===== config.mk =====
export PLATFORM = sky130hd
export DESIGN_NAME = incremental_pid_controller_top
export DESIGN_NICKNAME = d
export VERILOG_FILES = /design/src/ipid_pkg.sv /design/src/incremental_pid_controller_top.sv
export SDC_FILE = /design/constraint.sdc
export NUM_CORES = 2
export LEC_CHECK = 0
export BUFFER_PORTS_ARGS = -buffer_cell sky130_fd_sc_hd__buf_2
export CAP_MARGIN = 20
export CORE_MARGIN = 2
export CORE_UTILIZATION = 40
export CTS_CLUSTER_DIAMETER = 120
export CTS_CLUSTER_SIZE = 16
export DETAILED_ROUTE_END_ITERATION = 7
export GPL_TIMING_DRIVEN = 1
export HOLD_SLACK_MARGIN = 0.15
export PLACE_DENSITY = 0.64
export SYNTH_ARGS = -nofsm -noshare
export SYNTH_HDL_FRONTEND = slang
export SYNTH_SLANG_ARGS = --single-unit

===== constraint.sdc =====
create_clock -name clk -period 31.1 [get_ports clk]
set_clock_uncertainty 0.05 [all_clocks]
set_input_delay 6.22 -clock clk [delete_from_list [all_inputs] [get_ports clk]]
set_output_delay 6.22 -clock clk [all_outputs]
set_load 0.1 [all_outputs]

===== src/ipid_pkg.sv =====
// ----------------------------------------------------------------------------
// ipid_pkg - shared types and constants for the incremental PID controller
// Control word layout, microprogram, register codes and fixed widths.
// ----------------------------------------------------------------------------
package ipid_pkg;

    // Fixed widths of the register port and the drive output
    localparam int COEF_W      = 16;
    localparam int CFG_INDEX_W = 4;
    localparam int DRIVE_W     = 32;

    // Internal sum is wide enough for every parameter value in range
    localparam int SUM_W           = 64;
    localparam int TERM_LIMIT_LOG2 = 60;

    // Quotient bits retired by the divider per cycle
    localparam int DIV_RADIX_BITS = 4;

    // Register reset values
    localparam logic [COEF_W-1:0] RESET_GAIN     = 16'd26;
    localparam logic [COEF_W-1:0] RESET_PERIOD   = 16'd10;
    localparam logic [COEF_W-1:0] RESET_DERIV    = 16'd50;
    localparam logic [COEF_W-1:0] RESET_INTEGRAL = 16'd10;

    typedef enum logic [CFG_INDEX_W-1:0] {
        REG_GAIN,
        REG_PERIOD,
        REG_DERIV,
        REG_INTEGRAL
    } cfg_reg_t;

    // Microprogram step counter
    localparam int STEP_W = 4;
    typedef logic [STEP_W-1:0] step_t;

    localparam step_t STEP_IDLE       = 4'd0;
    localparam step_t STEP_PROP_MUL   = 4'd1;
    localparam step_t STEP_DER_MUL_K  = 4'd2;
    localparam step_t STEP_DER_MUL_TD = 4'd3;
    localparam step_t STEP_DER_DIV    = 4'd4;
    localparam step_t STEP_DER_WAIT   = 4'd5;
    localparam step_t STEP_DER_ADD    = 4'd6;
    localparam step_t STEP_INT_MUL_T0 = 4'd7;
    localparam step_t STEP_INT_DIV    = 4'd8;
    localparam step_t STEP_INT_WAIT   = 4'd9;
    localparam step_t STEP_INT_ADD    = 4'd10;
    localparam step_t STEP_FINISH     = 4'd11;

    typedef enum logic [1:0] {
        COND_ALWAYS,
        COND_IN_BEAT,
        COND_DIV_DONE,
        COND_OUT_FREE
    } cond_t;

    typedef enum logic [1:0] {
        A_D1,
        A_D2,
        A_E1,
        A_PROD
    } opa_sel_t;

    typedef enum logic [1:0] {
        B_GAIN,
        B_DERIV,
        B_PERIOD
    } opb_sel_t;

    typedef enum logic [1:0] {
        SUM_HOLD,
        SUM_LOAD_PROP,
        SUM_ADD_TERM
    } sum_op_t;

    typedef enum logic {
        DIV_BY_PERIOD,
        DIV_BY_INTEGRAL
    } div_sel_t;

    typedef struct packed {
        cond_t    cond;
        step_t    target;
        logic     mul_en;
        opa_sel_t a_sel;
        opb_sel_t b_sel;
        sum_op_t  sum_op;
        logic     div_start;
        div_sel_t div_sel;
        logic     finish;
    } ucode_t;

    localparam ucode_t UC_NOP = '{
        cond: COND_ALWAYS, target: STEP_IDLE, mul_en: 1'b0, a_sel: A_D1,
        b_sel: B_GAIN, sum_op: SUM_HOLD, div_start: 1'b0,
        div_sel: DIV_BY_PERIOD, finish: 1'b0
    };

    // Control store: one word per step, jump taken when cond holds
    function automatic ucode_t ucode_rom(step_t s);
        ucode_t w;
        w = UC_NOP;
        unique case (s)
            STEP_IDLE: begin
                w.cond   = COND_IN_BEAT;
                w.target = STEP_PROP_MUL;
            end
            STEP_PROP_MUL: begin
                w.target = STEP_DER_MUL_K;
                w.mul_en = 1'b1;
                w.a_sel  = A_D1;
                w.b_sel  = B_GAIN;
            end
            STEP_DER_MUL_K: begin
                w.target = STEP_DER_MUL_TD;
                w.mul_en = 1'b1;
                w.a_sel  = A_D2;
                w.b_sel  = B_GAIN;
                w.sum_op = SUM_LOAD_PROP;
            end
            STEP_DER_MUL_TD: begin
                w.target = STEP_DER_DIV;
                w.mul_en = 1'b1;
                w.a_sel  = A_PROD;
                w.b_sel  = B_DERIV;
            end
            STEP_DER_DIV: begin
                w.target    = STEP_DER_WAIT;
                w.div_start = 1'b1;
                w.div_sel   = DIV_BY_PERIOD;
            end
            STEP_DER_WAIT: begin
                w.cond   = COND_DIV_DONE;
                w.target = STEP_DER_ADD;
            end
            STEP_DER_ADD: begin
                w.target = STEP_INT_MUL_T0;
                w.sum_op = SUM_ADD_TERM;
                w.mul_en = 1'b1;
                w.a_sel  = A_E1;
                w.b_sel  = B_GAIN;
            end
            STEP_INT_MUL_T0: begin
                w.target = STEP_INT_DIV;
                w.mul_en = 1'b1;
                w.a_sel  = A_PROD;
                w.b_sel  = B_PERIOD;
            end
            STEP_INT_DIV: begin
                w.target    = STEP_INT_WAIT;
                w.div_start = 1'b1;
                w.div_sel   = DIV_BY_INTEGRAL;
            end
            STEP_INT_WAIT: begin
                w.cond   = COND_DIV_DONE;
                w.target = STEP_INT_ADD;
            end
            STEP_INT_ADD: begin
                w.target = STEP_FINISH;
                w.sum_op = SUM_ADD_TERM;
            end
            STEP_FINISH: begin
                w.cond   = COND_OUT_FREE;
                w.target = STEP_IDLE;
                w.finish = 1'b1;
            end
            default: begin
                w.target = STEP_IDLE;
            end
        endcase
        return w;
    endfunction

endpackage


===== src/incremental_pid_controller_top.sv =====
// ----------------------------------------------------------------------------
// incremental_pid_controller_top - velocity-form discrete PID controller
// Microcoded sequencer over one shared multiplier and one radix-16 divider.
// ----------------------------------------------------------------------------
// Usage
//   Input channel in_valid/in_ready carries one error sample (Q7.8) per beat.
//   Output channel out_valid/out_ready carries the new drive value (Q15.16)
//   and a flag that is set when the accumulator clipped at a limit.
//   cfg_en/cfg_index/cfg_data write gain, sample period, derivative time and
//   integral time; write only while the block is idle. Unknown indexes are
//   ignored; a zero period or integral time is treated as one.
// Sequence
//   One item at a time. From the accepting edge the sequencer forms the
//   proportional product, the derivative term and the integral term (each
//   two products and a division), then loads the clipped sum into the
//   output register. Each divider pass retires four quotient bits a cycle.
// Reset and stall
//   Reset clears the error history and accumulator and reloads the register
//   defaults. A finished result waits in the output register; the next
//   sample is accepted and worked on meanwhile, and the sequencer holds at
//   its last step only if the previous result has still not been taken.
// ----------------------------------------------------------------------------
module incremental_pid_controller_top
    import ipid_pkg::*;
#(
    parameter int ERROR_WIDTH = 16,
    parameter int ACCUM_WIDTH = 32
)
(
    input  logic                          clk,
    input  logic                          rst_n,
    input  logic                          cfg_en,
    input  logic [CFG_INDEX_W-1:0]        cfg_index,
    input  logic [COEF_W-1:0]             cfg_data,
    input  logic                          in_valid,
    output logic                          in_ready,
    input  logic signed [ERROR_WIDTH-1:0] error_sample,
    output logic                          out_valid,
    input  logic                          out_ready,
    output logic signed [DRIVE_W-1:0]     drive_value,
    output logic                          saturated
);

    localparam int EW        = ERROR_WIDTH;
    localparam int AW        = ACCUM_WIDTH;
    localparam int MA        = EW + 17;                 // multiplier operand A
    localparam int DW        = MA + COEF_W;             // product / dividend
    localparam int PW        = ((DW + DIV_RADIX_BITS - 1) / DIV_RADIX_BITS)
                               * DIV_RADIX_BITS;
    localparam int DIV_STEPS = PW / DIV_RADIX_BITS;
    localparam int CNT_W     = $clog2(DIV_STEPS + 1);
    localparam int MW        = ((PW > TERM_LIMIT_LOG2 + 1) ? PW : TERM_LIMIT_LOG2 + 1) + 1;

    localparam logic [MW-1:0]    TERM_LIM = MW'(1) << TERM_LIMIT_LOG2;
    localparam logic [SUM_W-1:0] ACC_HI   = (SUM_W'(1) << (AW - 1)) - SUM_W'(1);
    localparam logic [SUM_W-1:0] ACC_LO   = ~ACC_HI;

    // ------------------------------------------------------------------
    // Registers
    // ------------------------------------------------------------------
    step_t                  step_reg, step_next;

    logic [COEF_W-1:0]      gain_reg, gain_next;
    logic [COEF_W-1:0]      period_reg, period_next;
    logic [COEF_W-1:0]      deriv_reg, deriv_next;
    logic [COEF_W-1:0]      integral_reg, integral_next;

    logic signed [EW-1:0]   e_reg, e_next;
    logic signed [EW-1:0]   e1_reg, e1_next;
    logic signed [EW-1:0]   e2_reg, e2_next;
    logic signed [AW-1:0]   accum_reg, accum_next;

    logic [DW-1:0]          prod_reg, prod_next;
    logic                   sign_reg, sign_next;
    logic [SUM_W-1:0]       sum_reg, sum_next;

    logic                   div_busy_reg, div_busy_next;
    logic [CNT_W-1:0]       div_cnt_reg, div_cnt_next;
    logic [PW-1:0]          div_q_reg, div_q_next;
    logic [COEF_W-1:0]      div_rem_reg, div_rem_next;
    logic [COEF_W-1:0]      div_d_reg, div_d_next;

    logic                   out_valid_reg, out_valid_next;
    logic [DRIVE_W-1:0]     drive_reg, drive_next;
    logic                   sat_reg, sat_next;

    // ------------------------------------------------------------------
    // Sequencer
    // ------------------------------------------------------------------
    ucode_t ctrl;
    logic   in_beat;
    logic   out_free;
    logic   cond_ok;
    logic   finish_fire;

    assign ctrl        = ucode_rom(step_reg);
    assign in_ready    = (ctrl.cond == COND_IN_BEAT);
    assign in_beat     = in_valid && in_ready;
    assign out_free    = !out_valid_reg || out_ready;
    assign finish_fire = ctrl.finish && out_free;

    always_comb
    begin
        case (ctrl.cond)
            COND_ALWAYS:   cond_ok = 1'b1;
            COND_IN_BEAT:  cond_ok = in_valid;
            COND_DIV_DONE: cond_ok = !div_busy_reg;
            COND_OUT_FREE: cond_ok = out_free;
            default:       cond_ok = 1'b0;
        endcase
    end

    always_comb
    begin
        step_next = step_reg;
        if (cond_ok)
        begin
            step_next = ctrl.target;
        end
    end

    // ------------------------------------------------------------------
    // Datapath
    // ------------------------------------------------------------------
    logic [COEF_W-1:0]      t0_eff;
    logic [COEF_W-1:0]      ti_eff;
    logic signed [EW:0]     d1;
    logic signed [EW+1:0]   d2;
    logic [EW:0]            d1_mag;
    logic [EW+1:0]          d2_mag;
    logic [EW-1:0]          e1_mag;
    logic [MA-1:0]          mul_a;
    logic [COEF_W-1:0]      mul_b;
    logic                   mul_sign;
    logic [DW-1:0]          mul_p;

    assign t0_eff = (period_reg == '0) ? COEF_W'(1) : period_reg;
    assign ti_eff = (integral_reg == '0) ? COEF_W'(1) : integral_reg;

    // e - e1 and e - 2*e1 + e2
    assign d1     = (EW+1)'(e_reg) - (EW+1)'(e1_reg);
    assign d2     = (EW+2)'(e_reg) - ((EW+2)'(e1_reg) <<< 1) + (EW+2)'(e2_reg);
    assign d1_mag = d1[EW] ? (~d1 + 1'b1) : d1;
    assign d2_mag = d2[EW+1] ? (~d2 + 1'b1) : d2;
    assign e1_mag = e1_reg[EW-1] ? (~e1_reg + 1'b1) : e1_reg;

    always_comb
    begin
        case (ctrl.a_sel)
            A_D1:
            begin
                mul_a    = MA'(d1_mag);
                mul_sign = d1[EW];
            end
            A_D2:
            begin
                mul_a    = MA'(d2_mag);
                mul_sign = d2[EW+1];
            end
            A_E1:
            begin
                mul_a    = MA'(e1_mag);
                mul_sign = e1_reg[EW-1];
            end
            default:
            begin
                mul_a    = prod_reg[MA-1:0];
                mul_sign = sign_reg;
            end
        endcase
    end

    always_comb
    begin
        case (ctrl.b_sel)
            B_GAIN:   mul_b = gain_reg;
            B_DERIV:  mul_b = deriv_reg;
            B_PERIOD: mul_b = t0_eff;
            default:  mul_b = gain_reg;
        endcase
    end

    assign mul_p = DW'(mul_a) * DW'(mul_b);

    // Divider: DIV_RADIX_BITS restoring steps per cycle, dividend shifts out
    // of the top of div_q_reg while quotient bits enter at the bottom
    logic [PW-1:0]     radix_q;
    logic [COEF_W-1:0] radix_rem;

    always_comb
    begin
        logic [COEF_W:0] trial;
        radix_q   = div_q_reg;
        radix_rem = div_rem_reg;
        for (int i = 0; i < DIV_RADIX_BITS; i++)
        begin
            trial = {radix_rem, radix_q[PW-1]};
            if (trial >= {1'b0, div_d_reg})
            begin
                radix_rem = COEF_W'(trial - {1'b0, div_d_reg});
                radix_q   = {radix_q[PW-2:0], 1'b1};
            end
            else
            begin
                radix_rem = trial[COEF_W-1:0];
                radix_q   = {radix_q[PW-2:0], 1'b0};
            end
        end
    end

    // Round to nearest, ties away from zero, then clamp the magnitude
    logic             round_up;
    logic [MW-1:0]    q_mag;
    logic [MW-1:0]    term_mag;
    logic [SUM_W-1:0] term_abs;
    logic [SUM_W-1:0] term_s;
    logic [SUM_W-1:0] prop_abs;
    logic [SUM_W-1:0] prop_s;
    logic [SUM_W-1:0] accum_ext;

    assign round_up  = ({div_rem_reg, 1'b0} >= {1'b0, div_d_reg});
    assign q_mag     = MW'(div_q_reg) + MW'(round_up);
    assign term_mag  = (q_mag > TERM_LIM) ? TERM_LIM : q_mag;
    assign term_abs  = SUM_W'(term_mag);
    assign term_s    = sign_reg ? (~term_abs + 1'b1) : term_abs;
    assign prop_abs  = SUM_W'(prod_reg[EW+16:0]);
    assign prop_s    = sign_reg ? (~prop_abs + 1'b1) : prop_abs;
    assign accum_ext = {{(SUM_W-AW){accum_reg[AW-1]}}, accum_reg};

    // Clip to the accumulator range
    logic [SUM_W-AW:0] sum_top;
    logic              in_range;
    logic [SUM_W-1:0]  clip_val;

    assign sum_top  = sum_reg[SUM_W-1:AW-1];
    assign in_range = (&sum_top) || !(|sum_top);
    assign clip_val = in_range ? sum_reg : (sum_reg[SUM_W-1] ? ACC_LO : ACC_HI);

    always_comb
    begin
        gain_next     = gain_reg;
        period_next   = period_reg;
        deriv_next    = deriv_reg;
        integral_next = integral_reg;
        if (cfg_en)
        begin
            unique case (cfg_index)
                REG_GAIN:     gain_next     = cfg_data;
                REG_PERIOD:   period_next   = cfg_data;
                REG_DERIV:    deriv_next    = cfg_data;
                REG_INTEGRAL: integral_next = cfg_data;
                default:      ;
            endcase
        end
    end

    always_comb
    begin
        e_next     = e_reg;
        e1_next    = e1_reg;
        e2_next    = e2_reg;
        accum_next = accum_reg;
        prod_next  = prod_reg;
        sign_next  = sign_reg;
        sum_next   = sum_reg;

        if (in_beat)
        begin
            e_next = error_sample;
        end

        if (ctrl.mul_en)
        begin
            prod_next = mul_p;
            sign_next = mul_sign;
        end

        case (ctrl.sum_op)
            SUM_LOAD_PROP: sum_next = accum_ext + prop_s;
            SUM_ADD_TERM:  sum_next = sum_reg + term_s;
            default:       ;
        endcase

        if (finish_fire)
        begin
            accum_next = clip_val[AW-1:0];
            e2_next    = e1_reg;
            e1_next    = e_reg;
        end
    end

    always_comb
    begin
        div_busy_next = div_busy_reg;
        div_cnt_next  = div_cnt_reg;
        div_q_next    = div_q_reg;
        div_rem_next  = div_rem_reg;
        div_d_next    = div_d_reg;
        if (ctrl.div_start)
        begin
            div_busy_next = 1'b1;
            div_cnt_next  = CNT_W'(DIV_STEPS);
            div_q_next    = PW'(prod_reg);
            div_rem_next  = '0;
            div_d_next    = (ctrl.div_sel == DIV_BY_INTEGRAL) ? ti_eff : t0_eff;
        end
        else if (div_busy_reg)
        begin
            div_q_next    = radix_q;
            div_rem_next  = radix_rem;
            div_cnt_next  = div_cnt_reg - 1'b1;
            div_busy_next = (div_cnt_reg != CNT_W'(1));
        end
    end

    always_comb
    begin
        out_valid_next = out_valid_reg;
        drive_next     = drive_reg;
        sat_next       = sat_reg;
        if (out_valid_reg && out_ready)
        begin
            out_valid_next = 1'b0;
        end
        if (finish_fire)
        begin
            out_valid_next = 1'b1;
            drive_next     = clip_val[DRIVE_W-1:0];
            sat_next       = !in_range;
        end
    end

    // ------------------------------------------------------------------
    // Flops
    // ------------------------------------------------------------------
    always_ff @(posedge clk or negedge rst_n)
    begin
        if (!rst_n)
        begin
            step_reg      <= STEP_IDLE;
            gain_reg      <= RESET_GAIN;
            period_reg    <= RESET_PERIOD;
            deriv_reg     <= RESET_DERIV;
            integral_reg  <= RESET_INTEGRAL;
            e1_reg        <= '0;
            e2_reg        <= '0;
            accum_reg     <= '0;
            div_busy_reg  <= 1'b0;
            div_cnt_reg   <= '0;
            out_valid_reg <= 1'b0;
        end
        else
        begin
            step_reg      <= step_next;
            gain_reg      <= gain_next;
            period_reg    <= period_next;
            deriv_reg     <= deriv_next;
            integral_reg  <= integral_next;
            e1_reg        <= e1_next;
            e2_reg        <= e2_next;
            accum_reg     <= accum_next;
            div_busy_reg  <= div_busy_next;
            div_cnt_reg   <= div_cnt_next;
            out_valid_reg <= out_valid_next;
        end
    end

    always_ff @(posedge clk)
    begin
        e_reg       <= e_next;
        prod_reg    <= prod_next;
        sign_reg    <= sign_next;
        sum_reg     <= sum_next;
        div_q_reg   <= div_q_next;
        div_rem_reg <= div_rem_next;
        div_d_reg   <= div_d_next;
        drive_reg   <= drive_next;
        sat_reg     <= sat_next;
    end

    assign out_valid   = out_valid_reg;
    assign drive_value = drive_reg;
    assign saturated   = sat_reg;

endmodule


==> Yosys cells after proc, flatten, opt, wreduce, memory -nomap -nowiden <==
Cells that the tools add are included.
{ "op_classes": {"n_mux": 38, "bitwise_logic": 5, "addsub": 16, "reduce_logical": 28, "n_mul": 1, "n_eq_ne": 24, "n_lt_le_gt_ge": 6} }
{ "ops": {"columns": ["op", "n"], "rows": [
  ["$add 64x1->64 const B", 2],
  ["$add 64x64->64", 2],
  ["$mux 16", 8],
  ["$mux 64", 2],
  ["$pmux 64 s2", 1],
  ["$pmux 33 s3", 1],
  ["$mux 49", 2],
  ["$ge 17x16->1", 5],
  ["$mux 32", 2],
  ["$not 33->64", 1],
  ["$not 61->64", 1],
  ["$sub 16x16->16", 4],
  ["$gt 53x61->1 const B", 1],
  ["$mux 61", 1],
  ["$add 52x1->53", 1],
  ["$mul 33x16->49", 1],
  ["$pmux 4 s11", 1],
  ["$reduce_and 33->1", 1],
  ["$reduce_or 33->1", 1],
  ["$logic_not 16->1", 2],
  ["$pmux 16 s2", 1],
  ["$pmux 5 s5", 1],
  ["$add 18x1->18 const B", 1],
  ["$add 18x16->18", 1],
  ["other kinds (32)", 74]
]} }
{ "word_totals": {"inputBits": 41, "out_inout_bits": 35, "ff_bits": 385, "wordCells": 139} }

==> Logic depth before layout (Yosys ltp) <==
{ "depth": {"depth_word": 10, "depth_mapped": 48, "ltp_nobuf": 44} }

==> Worst setup path after synthesis <==
Ideal clock, no wire load.
{ "synth_timing": {"kind": "register -> register", "startpoint": "reg div_d_reg[6]", "endpoint": "reg div_rem_reg[0]", "stages_incl_launch_ff": 44, "setup_ps": 122, "slack_ps": 20525, "t_arrival_ps": 10403, "period_less_slack_ps": 10575, "n_path_buf": 5, "required_ps": 30928, "cell_sequence": "edfxtp_1 inv_1 ha_1 a21oi_1 o21ai_0 a211oi_1 o41ai_1 or2_2 buf_2 mux2_2 ha_1 o21a_1 o31a_1 o211ai_1 nand2_1 a221o_1 a31o_2 a21oi_1 [8 not listed] o211ai_1 nand2_1 a41oi_1 o311ai_0 buf_2 buf_2 mux2_2 ha_1 or3_1 or4_1 nor3_1 o21ai_0 a21oi_1 a21bo_1 mux2i_1 clkbuf_1 nor4_1 a311o_1"} }
{ "synth_between": {"elab_chain_cells": 8, "word_cells_on_any_way": 11, "classes_between": "add/sub: 3; order compare: 4; mux: 4"} }
{ "synth_lines": {"columns": ["item", "line_no", "rtl"], "rows": [
  ["start, declared", "incremental_pid_controller_top.sv:81", "logic [COEF_W-1:0] div_d_reg, div_d_next;"],
  ["start signal, assigned", "incremental_pid_controller_top.sv:376", "div_d_reg <= div_d_next;"],
  ["$sub 16x16->16 or $ge 17x16->1 (tied branches)", "incremental_pid_controller_top.sv:200, incremental_pid_controller_top.sv:198", null],
  ["$mux 16", "incremental_pid_controller_top.sv:198", "if (trial >= {1'b0, div_d_reg})"],
  ["$sub 16x16->16 or $ge 17x16->1 (tied branches)", "incremental_pid_controller_top.sv:200, incremental_pid_controller_top.sv:198", null],
  ["$mux 16", "incremental_pid_controller_top.sv:198", null],
  ["$sub 16x16->16 or $ge 17x16->1 (tied branches)", "incremental_pid_controller_top.sv:200, incremental_pid_controller_top.sv:198", null],
  ["$mux 16", "incremental_pid_controller_top.sv:198", null],
  ["$ge 17x16->1 (*)", "incremental_pid_controller_top.sv:198", null],
  ["$mux 16 (*)", "incremental_pid_controller_top.sv:198", null],
  ["end signal, assigned", "incremental_pid_controller_top.sv:375", "div_rem_reg <= div_rem_next;"],
  ["end, declared", "incremental_pid_controller_top.sv:80", "logic [COEF_W-1:0] div_rem_reg, div_rem_next;"]
]} }
Every way passes the cells marked *; elsewhere a longest branch is shown, timed or not.
A chain may end at the register's enable or synchronous reset.

==> Final worst setup path <==
{ "layout_timing": {"startpoint": "reg e_reg[2]", "endpoint": "reg prod_reg[47], data pin"} }
{ "layout_between": {"elab_chain_cells": 7, "word_cells_on_any_way": 11, "classes_between": "add/sub: 5; mul: 1; mux: 3; bitwise: 2"} }
{ "layout_lines": {"columns": ["item", "line_no", "rtl"], "rows": [
  ["start, declared", "incremental_pid_controller_top.sv:68", "logic signed [EW-1:0] e_reg, e_next;"],
  ["start signal, assigned", "incremental_pid_controller_top.sv:370", "e_reg <= e_next;"],
  ["$sub 16x17->18", "incremental_pid_controller_top.sv:142", "assign d2 = (EW+2)'(e_reg) - ((EW+2)'(e1_reg) <<< 1) + (EW+2)'(e2_reg);"],
  ["$add 18x16->18", "incremental_pid_controller_top.sv:142", null],
  ["$not 18->18", "incremental_pid_controller_top.sv:144", "assign d2_mag = d2[EW+1] ? (~d2 + 1'b1) : d2;"],
  ["$add 18x1->18", "incremental_pid_controller_top.sv:144", null],
  ["$mux 18", "incremental_pid_controller_top.sv:144", null],
  ["$pmux 33 s3 (*)", "incremental_pid_controller_top.sv:149", "case (ctrl.a_sel)"],
  ["$mul 33x16->49 (*)", "incremental_pid_controller_top.sv:183", "assign mul_p = DW'(mul_a) * DW'(mul_b);"],
  ["net mul_p[47]", "incremental_pid_controller_top.sv:135", "logic [DW-1:0] mul_p;"],
  ["end signal, assigned", "incremental_pid_controller_top.sv:371", "prod_reg <= prod_next;"],
  ["end, declared", "incremental_pid_controller_top.sv:73", "logic [DW-1:0] prod_reg, prod_next;"]
]} }
The timed path passes the listed nets; every way through them passes the cells marked *.

==> flow_summary.toml <==
[place]
gp_congestion = 0.943
hpwl_mm = 119
port_buffers = 75

[drt]
drt_wl_total_mm = 151
drt_first_iter_violations = 3680
routedWlPerCell_um = 20.4
firstDrtPassIters = 6
drc_errors = 0
via_per_inst = 5.68
antenna_left = 0
vias = 42000

[synthesis]
synth-edff-count = 228
synth-warning-count = 0
synth_top_area_share = 0.183
synth_most_common_cell = "nand2_1"
syn_nets = 6676
netlist_area_mm2 = 0.0499
yosys-top-cells-count = "nand2_1 (812), inv_1 (677), fa_1 (455), nor2_1 (364), ha_1 (359)"
synth_cell_types = 92
syn_avg_cell_area_um2 = 8.57
yosys.area.top_type = "fa_1"
ys_seq_elements = 385
async_reset_ff_frac = 0.358
netlist_instances = 5821
synth-main-ff-cell = "edfxtp_1"
synth_seq_area_share = 0.214
synth_area_leaders = "fa_1 (18%), edfxtp_1 (14%), ha_1 (9.0%), dfrtp_1 (6.4%), nand2_1 (6.1%)"

[clock_tree]
cts_root_buf = "clkbuf_16"
insertion_delay_ps = 610
clkSlewWorstSetupHoldPaths_ps = 80
holdBufCountCts = 0
cts-resized-gates = 0
cts_sinks = 385
cts_setup_buffers = 0
cts_buffers = 34
cts_tree = "yes"
htree_levels = 2
clock_path_buffers = 3

[timing]
slew-limit-headroom = 0.244
hold_viol = 0
tightestPinTransition_ps = 1120
setup_violations = 0
fmax_mhz = 83.4
rsz0062_at_grt = "false"
setup_tns_ps = 0
slew_violations = 0
post-route-period-util = 0.386
period_needed_ps = 12000

[global_routing]
grt_max_degree = 102
grt_use_total = 0.237
grt_pass1_vias = 41600
gr-total-overflow = 0
grt_pass1_wl_mm = 239
antenna_found_initial = 4

[setup_path]
end_kind = "register"
cp.required_ps = 31380
start_kind = "register"
arrival_ps = 12270
cpMostUsedCell = "fa_1"
path_class = "reg2reg"
worst_path_max_delay_cell = "a21boi_1"
crit_path_max_incr_delay_ps = 870
path_max_fanout = 8

[run]
drv_cap = 0

[die]
rows = 129
core_area_mm2 = 0.124
design.die.area_mm2 = 0.127
die_y_um = 357
io_pins = 76
start_util = 0.403
die_w_um = 357

[layout]
synthToLayoutAreaGrowth_pct = 6.23
drive_above_1_share = 0.0680
ff_latch_area_mm2 = 0.0107
multiInputGateArea_mm2 = 0.0357
num-nets-final = 6591
antenna_cells = 0
largest_reg_flops = 64
n_fill_cell = 12400

[min_path]
hp-class = "reg2reg"

[outcome]
status = "finished clean"
==> worst max-delay path, delay by kind of cell, from the launching register on <==
family	cells	cell delay, ps
mux	1	620
simple gates	6	1550
fa+ha+maj	9	4360
flops	1	390
compound gates	11	4110
buf+inv	5	280
xor+xnor	2	320
==> kinds of logic (layout without fill, tap and decap cells) <==
| group | Yosys count | after routing | share of synthesized area |
|---|---|---|---|
| and+or+nand+nor | 1903 | 1903 | 0.178 |
| muxes | 168 | 168 | 0.0369 |
| AOI/OAI and AO/OA | 1212 | 1212 | 0.156 |
| DFF | 385 | 385 | 0.214 |
| xor gates and xnor gates | 399 | 399 | 0.0702 |
| buffers and inverters | 940 | 880 | 0.0714 |
| adders and majority gates | 814 | 814 | 0.273 |
==> path summary, 6_finish.rpt <==
kind / from / to / slack [ps] / cells past startpoint
max reg2reg: e_reg[2]$_DFFE_PP_ / prod_reg[47]$_DFFE_PN_ / 19100 / 34
min reg2reg: prod_reg[38]$_DFFE_PN_ / div_q_reg[38]$_DFFE_PP_ / 460 / 2
max: e_reg[2]$_DFFE_PP_ / prod_reg[47]$_DFFE_PN_ / 19100 / 34
min: prod_reg[38]$_DFFE_PN_ / div_q_reg[38]$_DFFE_PP_ / 460 / 2
max in group asynchronous: rst_n / integral_reg[2]$_DFFE_PN0P_ / 23920 / 2
min in group asynchronous: rst_n / e1_reg[9]$_DFFE_PN0P_ / 5590 / 1
==> placed cells by master (no fill, tap or decap), drive strengths merged, types with 120 or more instances in the layout <==
cell,n
a21o,155
a21oi,287
buf,139
dfrtp,128
edfxtp,228
fa,455
ha,359
inv,684
mux2,127
nand2,812
nand3,120
nor2,365
o21ai,331
xnor2,272
xor2,127
==> cell type report <==
class,count,area share
clock buffer,52,0.0181
clock inverter,9,0.00196
inverter,679,0.0481
multi-input combinational,4496,0.675
sequential,385,0.202
tap,1637,0.0387
timing repair buffer,140,0.0166
==> metal layers <==
metal | GRT usage | vias up | part of all wire
met3 | 0.0321 | 215 | 0.064
li1 | - | 19700 | -
met5 | 0 | - | 0.00017
met1 | 0.325 | 20800 | 0.44
met4 | 0.0645 | 4 | 0.027
met2 | 0.392 | 1402 | 0.47
==> per-stage QoR <==
stage,hold WS [ps],worst slack [ps],instance area (um2),util,std cells
after detailed placement,445,19270,51900,0.420,7334
after global placement,439,19610,51900,0.419,7333
after CTS,461,19200,52900,0.428,7395
after floorplan,414,20520,49900,-,5821
after global routing,477,18380,53000,0.428,7398
final,460,19100,53000,0.428,7398
Power is not shown: default switching activity piles up to over one toggle a cycle in this logic, so the estimate is an artifact.
